$ cat config.mk
export PLATFORM = sky130hd
export DESIGN_NAME = hrtp_div
export DESIGN_NICKNAME = d
export VERILOG_FILES = /design/src/sv/hrtp_pkg.sv /design/src/sv/hrtp_div.sv
export SDC_FILE = /design/constraint.sdc
export NUM_CORES = 1
export LEC_CHECK = 0
export BUFFER_PORTS_ARGS = -buffer_cell sky130_fd_sc_hd__buf_2
export CAP_MARGIN = 20
export CORE_ASPECT_RATIO = 0.75
export CORE_UTILIZATION = 53
export DETAILED_ROUTE_END_ITERATION = 10
export PLACE_DENSITY = 0.8
export SLEW_MARGIN = 20
export SYNTH_ARGS = -nofsm -noshare
export SYNTH_HDL_FRONTEND = slang
export SYNTH_SLANG_ARGS = --single-unit
$ cat constraint.sdc
create_clock -name clk_i -period 3.3 [get_ports clk_i]
set_input_delay 0.66 -clock clk_i [delete_from_list [all_inputs] [get_ports clk_i]]
set_output_delay 0.66 -clock clk_i [all_outputs]
set_load 0.01 [all_outputs]
$ cat src/sv/hrtp_pkg.sv
`default_nettype none
package hrtp_pkg;

  // Field widths fixed by the block's interface.
  localparam int unsigned CoordW    = 32;
  localparam int unsigned TileSizeW = 31;
  localparam int unsigned FloorW    = 4;
  localparam int unsigned EpsW      = 16;
  localparam int unsigned CellIdxW  = 12;
  localparam int unsigned TileW     = 16;
  localparam int unsigned CfgIdxW   = 3;
  localparam int unsigned StoreDepth = 4096;

  // Drop values are capped at 2^40 raw units.
  localparam logic [40:0] DropCap = 41'h100_0000_0000;

  // Register map of the configuration port.
  typedef enum logic [CfgIdxW-1:0] {
    CFG_WORLD_MIN_X = 3'd0,
    CFG_WORLD_MIN_Y = 3'd1,
    CFG_TILE_SIZE   = 3'd2,
    CFG_MAX_FLOORS  = 3'd3,
    CFG_DIR_EPS     = 3'd4
  } cfg_reg_e;

  // Item kinds on the input channel.
  typedef enum logic {
    KIND_WRITE = 1'b0,
    KIND_PICK  = 1'b1
  } kind_e;

  // Sequencer states.
  typedef enum logic [3:0] {
    ST_CLEAR,
    ST_IDLE,
    ST_US_MUL,
    ST_US,
    ST_PT_MUL,
    ST_PT_DIV,
    ST_PT_POS,
    ST_PT_CELL,
    ST_WK_READ,
    ST_DR_START,
    ST_DR_Q,
    ST_DR_QA,
    ST_DR_RA,
    ST_DR_V,
    ST_DECIDE,
    ST_DONE
  } seq_state_e;

  // Request and response of the shared divider.
  typedef struct packed {
    logic        go;
    logic [63:0] dividend;
    logic [31:0] divisor;
  } div_req_t;

  typedef struct packed {
    logic        busy;
    logic        done;
    logic [63:0] quot;
    logic [31:0] rem;
  } div_rsp_t;

  // Clamp a tile index to the signed 16-bit output range.
  function automatic logic signed [TileW-1:0] sat16(input logic signed [63:0] v);
    if (v > 64'sd32767) begin
      return 16'sh7fff;
    end else if (v < -64'sd32768) begin
      return 16'sh8000;
    end else begin
      return v[TileW-1:0];
    end
  endfunction

endpackage
`default_nettype wire

$ cat src/sv/hrtp_div.sv
`default_nettype none
module hrtp_div import hrtp_pkg::*; (
  input  wire logic     clk_i,
  input  wire logic     rst_ni,
  input  wire div_req_t req_i,
  output div_rsp_t      rsp_o
);

  logic [63:0] quo_q;
  logic [31:0] rem_q;
  logic [31:0] dvs_q;
  logic [5:0]  cnt_q;
  logic        busy_q;
  logic        done_q;
  logic [32:0] trial;
  logic        fits;

  // One quotient bit per cycle by restoring division.
  assign trial = {rem_q, quo_q[63]};
  assign fits  = trial >= {1'b0, dvs_q};

  always_ff @(posedge clk_i or negedge rst_ni) begin
    if (!rst_ni) begin
      busy_q <= 1'b0;
      done_q <= 1'b0;
      cnt_q  <= '0;
    end else begin
      done_q <= 1'b0;
      if (req_i.go) begin
        busy_q <= 1'b1;
        cnt_q  <= '1;
      end else if (busy_q) begin
        cnt_q <= cnt_q - 6'd1;
        if (cnt_q == 6'd0) begin
          busy_q <= 1'b0;
          done_q <= 1'b1;
        end
      end
    end
  end

  // Dividend shifts out at the top while quotient bits shift in below.
  always_ff @(posedge clk_i) begin
    if (req_i.go) begin
      quo_q <= req_i.dividend;
      rem_q <= '0;
      dvs_q <= req_i.divisor;
    end else if (busy_q) begin
      quo_q <= {quo_q[62:0], fits};
      rem_q <= fits ? 32'(trial - {1'b0, dvs_q}) : trial[31:0];
    end
  end

  assign rsp_o.busy = busy_q;
  assign rsp_o.done = done_q;
  assign rsp_o.quot = quo_q;
  assign rsp_o.rem  = rem_q;

endmodule
`default_nettype wire
==> metrics <==
Setup TNS=0 ns; worst hold-check path type=in -> async; crit path launch=quo_q[63]; gr usage total=0.245; GRT Residual Overflow=0; Yosys reg bits=136; Least-Margin Pin Slew=0.836 ns; layout cell share with drive strength beyond 1=0.358; I/O Buffers=196; fin. max-slew vios=0; sequential share of power=0.448; largest net degree at the start of global routing=72; CP Data Required Time=3.64 ns; count of cell types in the netlist=65; drt total wl=17,500 um; Worst setup EP type=flip-flop; first-pass GRT wire length=28,100 um; Sw Share=0.242; max-cap violation count=0; arrival time at the worst endpoint=3.29 ns; Post-CTS Setup Bufs=0; die width=138 um; die area=0.0144 mm^2; cell count after synthesis=662; Residual DRC=0; vias in the first global route=5,636; antenna viol nets, final=0; post-route cell area=0.00914 mm^2; syn nets=796; antenna violations before repair=0; n_diodes=0; Max clock buf depth=2; root buf cell=clkbuf_16; CTS HTree Levels=4; clock network latency to the later pin of the worst-skew pair=0.42 ns; Seq/Total Area, Yosys=0.506; clock network fraction of total power=0.437; Yosys Warn Count=0; Layout area overhead=24.1%; Placed Instance Area=0.00852 mm^2; drt via density=5.72; CTS tree=yes; GPL Wtd Cong=0.956; cts hold-fix bufs=0; sw power=1.09 mW; status=finished, final reports clean; nets=989; EDFF count, synth=96; TritonCTS Buffers=17; WL per Instance=16.9 um; Vias=5,946; first-iteration detailed-routing DRC count=412; Internal Pwr Total=3.42 mW; clk sinks=136; LEAKAGE=4.20 nW; Post-synth top flop=edfxtp_1; largest cells by area after synthesis=edfxtp_1 39%, mux2_2 9.8%, dfxtp_1 8.7%; Hold Vio Cnt, Final=0; Hold WS=0.0765 ns; RSZ-0062 raised after global routing=no; post-DP HPWL=12,800 um; Die Ht=104 um; Max Freq=0.339 GHz; Row Count=36; Pre-antenna DRT Iters=6; Max IR drop VDD=355 uV; critical path type=reg -> reg; final core utilization=0.690; headroom to the max-slew limit=0.440; Synth async-reset ratio=0.0588; Core Region=0.0132 mm^2; startpoint types=flip-flop; Combinational Power Share=0.116; post-CTS sizing=0; Mean Syn Cell Area=11.1 um^2; final setup violation count=0; Critical R2R Launch=quo_q[63]; CP max FO=4; leading area contributor after synthesis=edfxtp_1; clk slew on worst S/H paths=0.06 ns; Power Dens Cells=494 mW/mm^2; Clock Skew=0.00964 ns; Post-Syn Area=0.00736 mm^2; Pwr Total=4.51 mW; IO Count=197; Period minus WS final=2.95 ns; post-synth top area share=0.392; Starting Density=0.556; period utilization=0.893
==> Yosys cell counts (2+ instances only) <==
| cell | count |
|---|---|
| xnor2_1 | 12 |
| o221ai_1 | 3 |
| ha_1 | 34 |
| xor2_1 | 11 |
| a31oi_1 | 4 |
| o22ai_1 | 2 |
| nand4_1 | 6 |
| o21ai_0 | 21 |
| a32oi_1 | 6 |
| inv_1 | 45 |
| a21oi_1 | 40 |
| o31ai_1 | 3 |
| nand3_1 | 10 |
| nor2b_1 | 6 |
| and2_1 | 2 |
| clkbuf_1 | 19 |
| a211o_1 | 3 |
| nor3_1 | 17 |
| nand2_1 | 37 |
| o21a_1 | 8 |
| and3_1 | 4 |
| edfxtp_1 | 96 |
| a21o_1 | 19 |
| mux2i_1 | 10 |
| a221oi_1 | 3 |
| o211ai_1 | 2 |
| a211oi_1 | 20 |
| nand2b_1 | 12 |
| and4_1 | 2 |
| dfxtp_1 | 32 |
| nor2_1 | 52 |
| dfrtp_1 | 8 |
| o221a_2 | 2 |
| buf_4 | 5 |
| o211a_1 | 2 |
| a211oi_2 | 2 |
| buf_2 | 5 |
| o21bai_1 | 3 |
| nor4_1 | 4 |
| mux2_2 | 64 |
| a31o_2 | 2 |
==> path summary, 6_finish.rpt <==
kind | end | slack, ns | depth (start not counted)
worst max-delay path | rem_q[26] | 0.35 | 11
worst min-delay path | cnt_q[2] | 0.08 | 1
worst max register to register | rem_q[26] | 0.35 | 11
worst min register to register | rem_q[12] | 0.52 | 2
max in group asynchronous | done_q | 3.06 | 1
min in group clk_i | dvs_q[18] | 0.41 | 1
==> worst max-delay path, stage by stage, from the launching register on <==
cell	delay (ns)
edfxtp_1	0.36
inv_1	0.07
ha_1	0.23
fa_1	0.40
nand2b_1	0.18
a21o_1	0.18
a211oi_1	0.42
o21ai_0	0.24
a21oi_1	0.30
nor3_1	0.09
o31a_1	0.25
nor3_1	0.15
==> cell type report <==
cell class / instances / area [um^2]
multi-input cells: 449 / 3320
clock inverters: 15 / 191
inverters: 46 / 173
repair buffers: 205 / 1090
well taps: 171 / 214
flip-flops and latches: 136 / 3720
clock buffers: 17 / 425
fillers: 1034 / 4110
==> per-stage QoR <==
stage	worst slack [ns]	cells
after global placement	0.514	1007
final	0.354	1039
after floorplan	0.185	662
after detailed placement	0.410	1007
after CTS	0.379	1039
after global routing	0.146	1039
==> power groups by stage <==
stage	Combinational [mW]	Sequential [mW]	Clock, mW
floorplan	0.261	2.09	0
global placement	0.502	2.05	0
detailed placement	0.518	2.06	0
CTS	0.523	2.02	2.00
global route	0.567	2.04	2.08
finish	0.522	2.02	1.97
==> per-layer routing <==
metal,GRT usage,part of all wire,vias up
met5,0,0,-
met3,0.0539,0.065,35
met1,0.330,0.45,2833
met2,0.381,0.46,232
li1,-,-,2846
met4,0.106,0.024,0
==> sequential cells by signal, summed over array words and instances, names as in the netlist <==
name,count
busy_q,1
done_q,1
rem_q,32
dvs_q,32
quo_q,64
cnt_q,6
==> cell usage in the layout (no fill, tap or decap), drive strengths merged, types with 19 or more instances in the layout <==
master    n
nand2    37
mux2     64
inv      50
a21o     19
a21oi    40
a211oi   22
ha       34
o21ai    22
dfxtp    32
nor2     52
buf     205
edfxtp   96
==> logic make-up after synthesis <==
family          after synthesis  share of synthesized area
compound gates              156                      0.146
mux                          74                      0.112
buf+inv                      77                     0.0439
fa+ha+maj                    35                     0.0605
flops                       136                      0.506
xor+xnor                     23                     0.0274
simple gates                161                      0.105
(Power assumes the default switching activity.)
